**config.mk**
```make
export PLATFORM = sky130hd
export DESIGN_NAME = chamber_pulse_region_cut_top_flat
export DESIGN_NICKNAME = d
export VERILOG_FILES = /design/src/cprc_pkg.sv /design/src/cprc_if.sv /design/src/cprc_chamber.sv /design/src/cprc_line.sv /design/src/cprc_merge.sv /design/src/chamber_pulse_region_cut_top.sv /design/src/flat_wrapper.sv
export SDC_FILE = /design/constraint.sdc
export NUM_CORES = 2
export LEC_CHECK = 0
export ABC_CLOCK_PERIOD_IN_PS = 6900
export BUFFER_PORTS_ARGS = -buffer_cell sky130_fd_sc_hd__buf_2
export CORE_UTILIZATION = 40
export CTS_BUF_LIST = sky130_fd_sc_hd__clkbuf_4
export DETAILED_ROUTE_END_ITERATION = 12
export GPL_ROUTABILITY_DRIVEN = 0
export PLACE_DENSITY = 0.64
export SLEW_MARGIN = 15
export SYNTH_ARGS = -nofsm -noshare
export SYNTH_HDL_FRONTEND = slang
export SYNTH_HIERARCHICAL = 1
export SYNTH_SLANG_ARGS = --single-unit
```
**constraint.sdc**
```tcl
create_clock -name clk_i -period 6.9 [get_ports clk_i]
set_input_delay 0.69 -clock clk_i [delete_from_list [all_inputs] [get_ports clk_i]]
set_output_delay 0.69 -clock clk_i [all_outputs]
set_load 0.005 [all_outputs]
```
**src/cprc_pkg.sv**
```systemverilog
package cprc_pkg;

  localparam int unsigned COUNT_BITS     = 4;
  localparam int unsigned IN_WIDTH_BITS  = 12;
  localparam int unsigned WIRE_BITS      = 8;
  localparam int unsigned TOTAL_BITS     = 13;
  localparam int unsigned CFG_DATA_BITS  = 64;
  localparam int unsigned CFG_INDEX_BITS = 3;
  localparam int unsigned SLOT_BITS      = 16;
  localparam int unsigned NUM_CLASSES    = 4;
  localparam int unsigned CLASS_BITS     = 2;
  localparam int unsigned WANTED_BITS    = 8;
  localparam int unsigned REGION_BITS    = 3;
  localparam int unsigned MAX_HITS       = 2;

  // Coefficient slots inside one packed line set
  localparam int unsigned SLOT_SLOPE_A = 0;
  localparam int unsigned SLOT_SLOPE_B = 1;
  localparam int unsigned SLOT_ICPT_A  = 2;
  localparam int unsigned SLOT_ICPT_B  = 3;

  // Configuration register indexes
  localparam logic [CFG_INDEX_BITS-1:0] CFG_LINES_ONE_ONE  = 3'd0;
  localparam logic [CFG_INDEX_BITS-1:0] CFG_LINES_ONE_TWO  = 3'd1;
  localparam logic [CFG_INDEX_BITS-1:0] CFG_LINES_TWO_ONE  = 3'd2;
  localparam logic [CFG_INDEX_BITS-1:0] CFG_LINES_TWO_TWO  = 3'd3;
  localparam logic [CFG_INDEX_BITS-1:0] CFG_WANTED_REGIONS = 3'd4;

  // Region codes
  localparam logic [REGION_BITS-1:0] REGION_NONE  = 3'd0;
  localparam logic [REGION_BITS-1:0] REGION_ONE   = 3'd1;
  localparam logic [REGION_BITS-1:0] REGION_TWO   = 3'd2;
  localparam logic [REGION_BITS-1:0] REGION_THREE = 3'd3;
  localparam logic [REGION_BITS-1:0] REGION_FOUR  = 3'd4;

  typedef enum logic [2:0] {
    RSN_PASS         = 3'd0,
    RSN_NO_HITS      = 3'd1,
    RSN_TOO_MANY     = 3'd2,
    RSN_FIRST_APART  = 3'd3,
    RSN_SECOND_APART = 3'd4,
    RSN_OUTSIDE      = 3'd5
  } cprc_reason_e;

  typedef enum logic [CLASS_BITS-1:0] {
    CLS_ONE_ONE = 2'd0,
    CLS_ONE_TWO = 2'd1,
    CLS_TWO_ONE = 2'd2,
    CLS_TWO_TWO = 2'd3
  } cprc_class_e;

  typedef struct packed {
    logic none;
    logic many;
    logic pair;
    logic apart;
  } cprc_chamber_t;

  typedef struct packed {
    logic above;
    logic below;
  } cprc_side_t;

endpackage

```
**src/cprc_if.sv**
```systemverilog
interface cprc_event_if import cprc_pkg::*; ();
  logic                      valid;
  logic                      ready;
  logic [COUNT_BITS-1:0]     first_count;
  logic [COUNT_BITS-1:0]     second_count;
  logic [IN_WIDTH_BITS-1:0]  first_width_a;
  logic [IN_WIDTH_BITS-1:0]  first_width_b;
  logic [WIRE_BITS-1:0]      first_wire_a;
  logic [WIRE_BITS-1:0]      first_wire_b;
  logic [IN_WIDTH_BITS-1:0]  second_width_a;
  logic [IN_WIDTH_BITS-1:0]  second_width_b;
  logic [WIRE_BITS-1:0]      second_wire_a;
  logic [WIRE_BITS-1:0]      second_wire_b;

  modport source (
    output valid, first_count, second_count, first_width_a, first_width_b,
           first_wire_a, first_wire_b, second_width_a, second_width_b,
           second_wire_a, second_wire_b,
    input  ready
  );

  modport sink (
    input  valid, first_count, second_count, first_width_a, first_width_b,
           first_wire_a, first_wire_b, second_width_a, second_width_b,
           second_wire_a, second_wire_b,
    output ready
  );
endinterface

interface cprc_result_if import cprc_pkg::*; ();
  logic                    valid;
  logic                    ready;
  logic                    accept;
  logic [2:0]              reason;
  logic [CLASS_BITS-1:0]   hit_class;
  logic [REGION_BITS-1:0]  region_found;
  logic [TOTAL_BITS-1:0]   first_total;
  logic [TOTAL_BITS-1:0]   second_total;

  modport source (
    output valid, accept, reason, hit_class, region_found, first_total, second_total,
    input  ready
  );

  modport sink (
    input  valid, accept, reason, hit_class, region_found, first_total, second_total,
    output ready
  );
endinterface

```
**src/cprc_chamber.sv**
```systemverilog
module cprc_chamber import cprc_pkg::*; #(
  parameter int unsigned USE_BITS = 12
) (
  input  logic [COUNT_BITS-1:0]    count_i,
  input  logic [IN_WIDTH_BITS-1:0] width_a_i,
  input  logic [IN_WIDTH_BITS-1:0] width_b_i,
  input  logic [WIRE_BITS-1:0]     wire_a_i,
  input  logic [WIRE_BITS-1:0]     wire_b_i,
  output logic [USE_BITS:0]        total_o,
  output cprc_chamber_t            status_o
);

  logic [WIRE_BITS:0]  wire_diff;
  logic                adjacent;
  logic [USE_BITS:0]   width_a;
  logic [USE_BITS:0]   width_b;

  assign wire_diff = {1'b0, wire_a_i} - {1'b0, wire_b_i};
  // adjacent when the difference is zero, plus one or minus one
  assign adjacent  = (wire_diff == '0) || (wire_diff == (WIRE_BITS+1)'(1)) ||
                     (wire_diff == '1);

  assign width_a = {1'b0, width_a_i[USE_BITS-1:0]};
  assign width_b = {1'b0, width_b_i[USE_BITS-1:0]};

  always_comb begin
    status_o.none  = (count_i == '0);
    status_o.many  = (count_i > COUNT_BITS'(MAX_HITS));
    status_o.pair  = (count_i == COUNT_BITS'(MAX_HITS));
    status_o.apart = !adjacent;
    total_o        = status_o.pair ? (width_a + width_b) : width_a;
  end

endmodule

```
**src/cprc_line.sv**
```systemverilog
module cprc_line import cprc_pkg::*; #(
  parameter int unsigned X_BITS    = 13,
  parameter int unsigned COEF_BITS = 16
) (
  input  logic [X_BITS-1:0]           x_i,
  input  logic [X_BITS-1:0]           y_i,
  input  logic signed [COEF_BITS-1:0] slope_i,
  input  logic signed [COEF_BITS-1:0] icpt_i,
  output cprc_side_t                  side_o
);

  localparam int unsigned PROD_BITS = X_BITS + 1 + COEF_BITS;
  localparam int unsigned LINE_BITS = PROD_BITS + 1;

  logic signed [X_BITS:0]         x_s;
  logic signed [PROD_BITS-1:0]    prod;
  logic signed [LINE_BITS-1:0]    line_val;
  logic signed [LINE_BITS-1:0]    y_s;

  assign x_s      = $signed({1'b0, x_i});
  assign prod     = x_s * slope_i;
  assign line_val = LINE_BITS'(prod) + LINE_BITS'(icpt_i);
  assign y_s      = $signed({{(LINE_BITS-X_BITS){1'b0}}, y_i});

  assign side_o.above = (y_s > line_val);
  assign side_o.below = (y_s < line_val);

endmodule

```
**src/cprc_merge.sv**
```systemverilog
module cprc_merge import cprc_pkg::*; (
  input  logic                    check_i,
  input  cprc_reason_e            pre_reason_i,
  input  cprc_side_t              side_a_i,
  input  cprc_side_t              side_b_i,
  input  logic [1:0]              wanted_i,
  output logic                    accept_o,
  output cprc_reason_e            reason_o,
  output logic [REGION_BITS-1:0]  region_o
);

  logic [REGION_BITS-1:0] region;

  always_comb begin
    priority if (side_a_i.above && side_b_i.above) begin
      region = REGION_TWO;
    end else if (side_a_i.above && side_b_i.below) begin
      region = REGION_ONE;
    end else if (side_a_i.below && side_b_i.above) begin
      region = REGION_THREE;
    end else if (side_a_i.below && side_b_i.below) begin
      region = REGION_FOUR;
    end else begin
      region = REGION_NONE;
    end

    accept_o = check_i && (region != REGION_NONE) &&
               (region == ({1'b0, wanted_i} + REGION_BITS'(1)));
    reason_o = accept_o ? RSN_PASS : pre_reason_i;
    region_o = check_i ? region : REGION_NONE;
  end

endmodule

```
**src/chamber_pulse_region_cut_top.sv**
```systemverilog
// Channel      Dir  Modport  Transfer when          Payload
// event_in     in   sink     valid && ready         counts, widths, wires of two chambers
// result_out   out  source   valid && ready         accept, reason, class, region, totals
// cfg port     in   -        cfg_we_i high          cfg_index_i selects, cfg_data_i value
//
// One event per cycle unless result_out stalls; every event gives one result.
// Stage 1 runs the two chamber lanes, stage 2 the two line lanes (one 14x16
// multiplier each), stage 3 merges them into the output register.
// Backpressure on result_out stalls only stages that hold data; bubbles close up.
// rst_ni clears stage valids and the configuration registers to zero.
module chamber_pulse_region_cut_top import cprc_pkg::*; #(
  parameter int unsigned WIDTH_BITS = 12,
  parameter int unsigned COEF_BITS  = 16
) (
  input  logic                      clk_i,
  input  logic                      rst_ni,
  input  logic                      cfg_we_i,
  input  logic [CFG_INDEX_BITS-1:0] cfg_index_i,
  input  logic [CFG_DATA_BITS-1:0]  cfg_data_i,
  cprc_event_if.sink                event_in,
  cprc_result_if.source             result_out
);

  // Only the low WIDTH_BITS of each width port count; the ports carry 12.
  localparam int unsigned USE_BITS = (WIDTH_BITS < IN_WIDTH_BITS) ? WIDTH_BITS
                                                                   : IN_WIDTH_BITS;
  localparam int unsigned SUM_BITS = USE_BITS + 1;

  // ---------------------------------------------------------------------------
  // Configuration registers
  // ---------------------------------------------------------------------------
  logic [CFG_DATA_BITS-1:0] lines_q [NUM_CLASSES];
  logic [WANTED_BITS-1:0]   wanted_q;

  always_ff @(posedge clk_i or negedge rst_ni) begin
    if (!rst_ni) begin
      for (int i = 0; i < NUM_CLASSES; i++) begin
        lines_q[i] <= '0;
      end
      wanted_q <= '0;
    end else if (cfg_we_i) begin
      unique case (cfg_index_i)
        CFG_LINES_ONE_ONE, CFG_LINES_ONE_TWO, CFG_LINES_TWO_ONE, CFG_LINES_TWO_TWO: begin
          lines_q[cfg_index_i[CLASS_BITS-1:0]] <= cfg_data_i;
        end
        CFG_WANTED_REGIONS: begin
          wanted_q <= cfg_data_i[WANTED_BITS-1:0];
        end
        default: begin
          // drop writes beyond the register list
        end
      endcase
    end
  end

  // ---------------------------------------------------------------------------
  // Stage enables: a stage advances when it is empty or its successor advances
  // ---------------------------------------------------------------------------
  logic s1_valid_q, s2_valid_q, s3_valid_q;
  logic s1_en, s2_en, s3_en;

  assign s3_en = !s3_valid_q || result_out.ready;
  assign s2_en = !s2_valid_q || s3_en;
  assign s1_en = !s1_valid_q || s2_en;

  assign event_in.ready = s1_en;

  always_ff @(posedge clk_i or negedge rst_ni) begin
    if (!rst_ni) begin
      s1_valid_q <= 1'b0;
      s2_valid_q <= 1'b0;
      s3_valid_q <= 1'b0;
    end else begin
      if (s1_en) s1_valid_q <= event_in.valid;
      if (s2_en) s2_valid_q <= s1_valid_q;
      if (s3_en) s3_valid_q <= s2_valid_q;
    end
  end

  // ---------------------------------------------------------------------------
  // Stage 1: chamber lanes and count checks
  // ---------------------------------------------------------------------------
  cprc_chamber_t         first_st, second_st;
  logic [SUM_BITS-1:0]   first_sum, second_sum;

  cprc_chamber #(.USE_BITS(USE_BITS)) u_first (
    .count_i   (event_in.first_count),
    .width_a_i (event_in.first_width_a),
    .width_b_i (event_in.first_width_b),
    .wire_a_i  (event_in.first_wire_a),
    .wire_b_i  (event_in.first_wire_b),
    .total_o   (first_sum),
    .status_o  (first_st)
  );

  cprc_chamber #(.USE_BITS(USE_BITS)) u_second (
    .count_i   (event_in.second_count),
    .width_a_i (event_in.second_width_a),
    .width_b_i (event_in.second_width_b),
    .wire_a_i  (event_in.second_wire_a),
    .wire_b_i  (event_in.second_wire_b),
    .total_o   (second_sum),
    .status_o  (second_st)
  );

  cprc_reason_e        s1_reason_d, s1_reason_q;
  cprc_class_e         s1_class_d, s1_class_q;
  logic                s1_check_d, s1_check_q;
  logic [SUM_BITS-1:0] s1_t1_d, s1_t1_q, s1_t2_d, s1_t2_q;

  always_comb begin
    s1_reason_d = RSN_OUTSIDE;
    s1_class_d  = CLS_ONE_ONE;
    s1_check_d  = 1'b0;
    s1_t1_d     = '0;
    s1_t2_d     = '0;
    priority if (first_st.none || second_st.none) begin
      s1_reason_d = RSN_NO_HITS;
    end else if (first_st.many || second_st.many) begin
      s1_reason_d = RSN_TOO_MANY;
    end else begin
      s1_class_d = cprc_class_e'({first_st.pair, second_st.pair});
      priority if (first_st.pair && first_st.apart) begin
        s1_reason_d = RSN_FIRST_APART;
      end else if (second_st.pair && second_st.apart) begin
        s1_reason_d = RSN_SECOND_APART;
      end else begin
        // provisional; the merge stage turns it into a pass where it fits
        s1_reason_d = RSN_OUTSIDE;
        s1_check_d  = 1'b1;
        s1_t1_d     = first_sum;
        s1_t2_d     = second_sum;
      end
    end
  end

  always_ff @(posedge clk_i) begin
    if (s1_en) begin
      s1_reason_q <= s1_reason_d;
      s1_class_q  <= s1_class_d;
      s1_check_q  <= s1_check_d;
      s1_t1_q     <= s1_t1_d;
      s1_t2_q     <= s1_t2_d;
    end
  end

  // ---------------------------------------------------------------------------
  // Stage 2: line lanes, one per boundary line of the selected set
  // ---------------------------------------------------------------------------
  logic [CFG_DATA_BITS-1:0]    line_set;
  logic signed [COEF_BITS-1:0] slope_a, slope_b, icpt_a, icpt_b;
  cprc_side_t                  side_a, side_b;

  assign line_set = lines_q[s1_class_q];
  assign slope_a  = $signed(line_set[SLOT_SLOPE_A*SLOT_BITS +: COEF_BITS]);
  assign slope_b  = $signed(line_set[SLOT_SLOPE_B*SLOT_BITS +: COEF_BITS]);
  assign icpt_a   = $signed(line_set[SLOT_ICPT_A*SLOT_BITS +: COEF_BITS]);
  assign icpt_b   = $signed(line_set[SLOT_ICPT_B*SLOT_BITS +: COEF_BITS]);

  cprc_line #(.X_BITS(SUM_BITS), .COEF_BITS(COEF_BITS)) u_line_a (
    .x_i     (s1_t1_q),
    .y_i     (s1_t2_q),
    .slope_i (slope_a),
    .icpt_i  (icpt_a),
    .side_o  (side_a)
  );

  cprc_line #(.X_BITS(SUM_BITS), .COEF_BITS(COEF_BITS)) u_line_b (
    .x_i     (s1_t1_q),
    .y_i     (s1_t2_q),
    .slope_i (slope_b),
    .icpt_i  (icpt_b),
    .side_o  (side_b)
  );

  cprc_reason_e        s2_reason_q;
  cprc_class_e         s2_class_q;
  logic                s2_check_q;
  logic [SUM_BITS-1:0] s2_t1_q, s2_t2_q;
  cprc_side_t          s2_side_a_q, s2_side_b_q;

  always_ff @(posedge clk_i) begin
    if (s2_en) begin
      s2_reason_q <= s1_reason_q;
      s2_class_q  <= s1_class_q;
      s2_check_q  <= s1_check_q;
      s2_t1_q     <= s1_t1_q;
      s2_t2_q     <= s1_t2_q;
      s2_side_a_q <= side_a;
      s2_side_b_q <= side_b;
    end
  end

  // ---------------------------------------------------------------------------
  // Stage 3: merge lane results, compare with the wanted region, output register
  // ---------------------------------------------------------------------------
  logic                   merge_accept;
  cprc_reason_e           merge_reason;
  logic [REGION_BITS-1:0] merge_region;

  cprc_merge u_merge (
    .check_i      (s2_check_q),
    .pre_reason_i (s2_reason_q),
    .side_a_i     (s2_side_a_q),
    .side_b_i     (s2_side_b_q),
    .wanted_i     (wanted_q[{s2_class_q, 1'b0} +: 2]),
    .accept_o     (merge_accept),
    .reason_o     (merge_reason),
    .region_o     (merge_region)
  );

  logic                   s3_accept_q;
  cprc_reason_e           s3_reason_q;
  cprc_class_e            s3_class_q;
  logic [REGION_BITS-1:0] s3_region_q;
  logic [TOTAL_BITS-1:0]  s3_t1_q, s3_t2_q;

  always_ff @(posedge clk_i) begin
    if (s3_en) begin
      s3_accept_q <= merge_accept;
      s3_reason_q <= merge_reason;
      s3_class_q  <= s2_class_q;
      s3_region_q <= merge_region;
      s3_t1_q     <= TOTAL_BITS'(s2_t1_q);
      s3_t2_q     <= TOTAL_BITS'(s2_t2_q);
    end
  end

  assign result_out.valid        = s3_valid_q;
  assign result_out.accept       = s3_accept_q;
  assign result_out.reason       = s3_reason_q;
  assign result_out.hit_class    = s3_class_q;
  assign result_out.region_found = s3_region_q;
  assign result_out.first_total  = s3_t1_q;
  assign result_out.second_total = s3_t2_q;

endmodule

```
**src/flat_wrapper.sv**
```systemverilog
// flat-port wrapper written by rule: the top's interface ports become plain ports
module chamber_pulse_region_cut_top_flat import cprc_pkg::*;
#(
  parameter int unsigned WIDTH_BITS = 12,
  parameter int unsigned COEF_BITS  = 16
)
  (clk_i, rst_ni, cfg_we_i, cfg_index_i, cfg_data_i, event_in_valid, event_in_first_count, event_in_second_count, event_in_first_width_a, event_in_first_width_b, event_in_first_wire_a, event_in_first_wire_b, event_in_second_width_a, event_in_second_width_b, event_in_second_wire_a, event_in_second_wire_b, event_in_ready, result_out_valid, result_out_accept, result_out_reason, result_out_hit_class, result_out_region_found, result_out_first_total, result_out_second_total, result_out_ready);
  cprc_event_if event_in_i ();
  cprc_result_if result_out_i ();
  input  logic clk_i;
  input  logic rst_ni;
  input  logic cfg_we_i;
  input  logic [CFG_INDEX_BITS-1:0] cfg_index_i;
  input  logic [CFG_DATA_BITS-1:0] cfg_data_i;
  input wire logic [$bits(event_in_i.valid)-1:0] event_in_valid;
  input wire logic [$bits(event_in_i.first_count)-1:0] event_in_first_count;
  input wire logic [$bits(event_in_i.second_count)-1:0] event_in_second_count;
  input wire logic [$bits(event_in_i.first_width_a)-1:0] event_in_first_width_a;
  input wire logic [$bits(event_in_i.first_width_b)-1:0] event_in_first_width_b;
  input wire logic [$bits(event_in_i.first_wire_a)-1:0] event_in_first_wire_a;
  input wire logic [$bits(event_in_i.first_wire_b)-1:0] event_in_first_wire_b;
  input wire logic [$bits(event_in_i.second_width_a)-1:0] event_in_second_width_a;
  input wire logic [$bits(event_in_i.second_width_b)-1:0] event_in_second_width_b;
  input wire logic [$bits(event_in_i.second_wire_a)-1:0] event_in_second_wire_a;
  input wire logic [$bits(event_in_i.second_wire_b)-1:0] event_in_second_wire_b;
  output wire logic [$bits(event_in_i.ready)-1:0] event_in_ready;
  output wire logic [$bits(result_out_i.valid)-1:0] result_out_valid;
  output wire logic [$bits(result_out_i.accept)-1:0] result_out_accept;
  output wire logic [$bits(result_out_i.reason)-1:0] result_out_reason;
  output wire logic [$bits(result_out_i.hit_class)-1:0] result_out_hit_class;
  output wire logic [$bits(result_out_i.region_found)-1:0] result_out_region_found;
  output wire logic [$bits(result_out_i.first_total)-1:0] result_out_first_total;
  output wire logic [$bits(result_out_i.second_total)-1:0] result_out_second_total;
  input wire logic [$bits(result_out_i.ready)-1:0] result_out_ready;
  assign event_in_i.valid = event_in_valid;
  assign event_in_i.first_count = event_in_first_count;
  assign event_in_i.second_count = event_in_second_count;
  assign event_in_i.first_width_a = event_in_first_width_a;
  assign event_in_i.first_width_b = event_in_first_width_b;
  assign event_in_i.first_wire_a = event_in_first_wire_a;
  assign event_in_i.first_wire_b = event_in_first_wire_b;
  assign event_in_i.second_width_a = event_in_second_width_a;
  assign event_in_i.second_width_b = event_in_second_width_b;
  assign event_in_i.second_wire_a = event_in_second_wire_a;
  assign event_in_i.second_wire_b = event_in_second_wire_b;
  assign event_in_ready = event_in_i.ready;
  assign result_out_valid = result_out_i.valid;
  assign result_out_accept = result_out_i.accept;
  assign result_out_reason = result_out_i.reason;
  assign result_out_hit_class = result_out_i.hit_class;
  assign result_out_region_found = result_out_i.region_found;
  assign result_out_first_total = result_out_i.first_total;
  assign result_out_second_total = result_out_i.second_total;
  assign result_out_i.ready = result_out_ready;
  chamber_pulse_region_cut_top #(.WIDTH_BITS(WIDTH_BITS), .COEF_BITS(COEF_BITS)) u_core (.clk_i(clk_i), .rst_ni(rst_ni), .cfg_we_i(cfg_we_i), .cfg_index_i(cfg_index_i), .cfg_data_i(cfg_data_i), .event_in(event_in_i), .result_out(result_out_i));
endmodule
```
==> results.md <==
- Violated checks: negative setup slack
- Worst Max-Slew Pin Slew: 1.08 ns
- Type of origin of the critical path: flop
- 1st-iter DRT viols: 1,357
- Logic gate share of total power: 0.782
- NumNets Final: 4,452
- Rows: 108
- Routed len/inst: 18.4 µm
- Synth top area cells: fa_1, dfrtp_1, edfxtp_1, mux2_2, ha_1
- DP HPWL: 71.4 mm
- Hold crit path type: primary input to flop
- Area Growth Syn to Fin: 18.6%
- Top-count cell post-synth: fa_1
- Status: complete, but fails checks
- Largest net degree at the start of global routing: 180
- #FFs+latches synth: 370
- Vias: 24,800
- Worst endpoint required time: 7.52 ns
- Setup Slack @ Placement: -0.442 ns
- Fmax: 136 MHz
- Total Wirelength: 89.7 mm
- Clk sinks: 370
- Crit Path Max Fanout: 17
- # DRC: 0
- Final Cycle Share: 1.06
- Die extent in x: 299 µm
- Final Util: 0.480
- Synth cell count leaders: fa_1, inv_1, mux2_2, dfrtp_1, nand2_1
- Full die area: 89,200 µm²
- Vias per inst: 5.09
- Final Power: 23.3 mW
- Vias in the first global route: 27,100
- Setup ws final: -0.443 ns
- Net Switching: 10.5 mW
- Syn_nets: 3,914
- Slowest stage delay, CP: 0.58 ns
- Crit. End Element: flop
- Total grt overflow: 0
- Syn Std Cell Area: 35,200 µm²
- Root Buffer: clkbuf_4
- Critical path class: flop to flop
- Total track usage: 0.207
- Seq/Total Area, Yosys: 0.278
- Fin crit period: 7.34 ns
- PD cells: 557 nW/µm²
- LEAKAGE: 19.9 nW
- Reg clk slew, reported paths: 0.07 ns
- # port buffers: 196
- Sw Ratio: 0.450
- Number of synthesized flops with an enable pin: 103
- Setup-violating endpoint count in the final report: 4
- Initial Util: 0.405
- Unrepaired setup endpoints after global routing: true
- CP max stage cell: fa_1
- Max VDD drop: 0.000467 V
- Most frequent CP cell: fa_1
- Clock power share: 0.089
- Max_cap viols: 0
- Global-route wire length before repair: 145 mm
- Area leader, netlist: fa_1
- H-tree depth: 3
- Layout cell share with drive strength beyond 1: 0.304
- Clock latency on the worst-skew pair: 0.93 ns
- Sequential power share: 0.129
- Layout Skew: 0.0594 ns
- Final hold violations: 0
- CTS max path bufs: 3
- Core area: 87,000 µm²
- Mapped Cells: 3,085
- Final std cells w/o fill: 4,865
- CTS tree: done
- Area fraction of the dominant cell type after synthesis: 0.255
- Routed Antenna Nets: 0
- Dpl cell area: 39,800 µm²
- Synth warn: 6
- Die Height: 299 µm
- Most used DFF post-synth: dfrtp_1
- Fin. max-slew vios: 0
- Asr flop ratio synth: 0.722
- Placed insts: 4,625
- Fin area: 41,800 µm²
- Pint: 12.8 mW
- Yosys cell types: 97
- Num CTS Buffers: 102
- DR pass1 iterations: 5
- IO Count: 197
- Initial antenna violation count: 14
- Slew margin rel.: 0.277
- Crit path DAT: 7.96 ns
- Avg Inst Size Synth: 11.4 µm²
cell families after synthesis:
family	synth area share
and+or+nand+nor	0.115
xor gates and xnor gates	0.0177
DFF	0.278
buffers and inverters	0.0635
muxes	0.130
AOI/OAI and AO/OA	0.0634
adders and majority gates	0.333
worst max-delay path, delay by kind of cell (launching register included):
| kind | cells | cell delay [ns] |
|---|---|---|
| adders and majority gates | 8 | 3.52 |
| AOI/OAI and AO/OA | 7 | 0.96 |
| and+or+nand+nor | 5 | 0.88 |
| buffers and inverters | 6 | 0.59 |
| muxes | 1 | 0.55 |
| DFF | 1 | 0.37 |
| xor gates and xnor gates | 1 | 0.16 |
power groups by stage:
stage	sequential, mW	clock, mW	combinational [mW]
2_1_floorplan	2.93	0	11.7
3_3_place_gp	3.02	0	17.8
3_5_place_dp	3.04	0	18.0
4_1_cts	3.00	2.15	18.2
5_1_grt	3.05	2.28	20.3
6_report	3.00	2.08	18.2
timing repair:
| item | CTS | global route |
|---|---|---|
| setup endpoints to repair | 4 | 4 |
| cloned | 0 | 0 |
| pin swaps | 1 | 1 |
| endpoints found under the hold margin | 229 | 0 |
| hold buffers | 44 | 0 |
| resized for setup | 5 | 13 |
| setup buffers | 3 | 2 |
path summary, 6_finish.rpt:
check | start | end | slack, ns | depth (start not counted)
min in group asynchronous | rst_ni | u_core/lines_q[178] | 0.35 | 2
setup reg to reg | u_core/s1_class_q[0] | u_core/s2_side_a_q[0] | -0.44 | 28
setup / recovery | u_core/s1_class_q[0] | u_core/s2_side_a_q[0] | -0.44 | 28
max in group asynchronous | rst_ni | u_core/lines_q[46] | 5.05 | 3
hold reg to reg | u_core/s1_check_q | u_core/s2_check_q | 0.41 | 0
hold / removal | cfg_data_i[9] | u_core/lines_q[73] | 0.09 | 2
flip-flops by register name (all words and copies together), names as in the netlist:
register and count:
u_core/s2_class_q 2, u_core/s2_t1_q 13, u_core/s2_side_a_q 2, u_core/result_out.region_found 3
u_core/s1_class_q 2, u_core/lines_q 256, u_core/s1_valid_q 1, u_core/result_out.second_total 13
u_core/s2_valid_q 1, u_core/s2_side_b_q 2, u_core/wanted_q 8, u_core/s1_reason_q 3
u_core/result_out.reason 3, u_core/result_out.hit_class 2, u_core/s2_t2_q 13, u_core/s2_reason_q 3
u_core/s1_t1_q 13, u_core/s1_check_q 1, u_core/s2_check_q 1, u_core/result_out.accept 1
u_core/s1_t2_q 13, u_core/result_out.first_total 13, u_core/result_out.valid 1
stage by stage:
stage | setup TNS, ns | hold slack [ns]
3_3_place_gp | -1.18 | 0.400
6_report | -1.52 | 0.0858
5_1_grt | -2.71 | 0.00383
3_5_place_dp | -1.56 | 0.405
4_1_cts | -1.59 | 0.00367
2_1_floorplan | -0.217 | 0.394
per-layer routing:
layer | global-route usage | part of all wire
met1 | 0.274 | 0.44
met2 | 0.346 | 0.48
met4 | 0.0583 | 0.019
met5 | 0 | 0.00095
met3 | 0.0403 | 0.053
placed cells by master (no fill, tap or decap), types with 28 or more instances in the layout:
| master | netlist | routed |
|---|---|---|
| dlygate4sd3_1 | 0 | 44 |
| and2_1 | 259 | 251 |
| edfxtp_1 | 103 | 103 |
| fa_1 | 448 | 447 |
| mux2_2 | 270 | 270 |
| xor2_1 | 37 | 37 |
| ha_1 | 221 | 209 |
| a21oi_1 | 65 | 60 |
| clkbuf_4 | 0 | 153 |
| dfrtp_1 | 267 | 267 |
| nand2_1 | 267 | 264 |
| inv_1 | 435 | 431 |
| buf_2 | 39 | 195 |
| a21o_1 | 28 | 28 |
| mux4_2 | 66 | 66 |
| o21ai_0 | 60 | 54 |
| nor2_1 | 50 | 48 |
| buf_4 | 1 | 296 |
| xnor2_1 | 34 | 34 |
layout make-up:
cell class                      instances  area, µm²
Antenna cell                            9       22.5
Clock buffer                          153       1150
Clock inverter                         29        218
Fill cell                            8007      45200
Inverter                              436       1640
Multi-Input combinational cell       2157      23500
Sequential cell                       370       9770
Tap cell                             1155       1450
Timing Repair Buffer                  556       4050
Note: power is estimated with default switching activity, not from simulation.
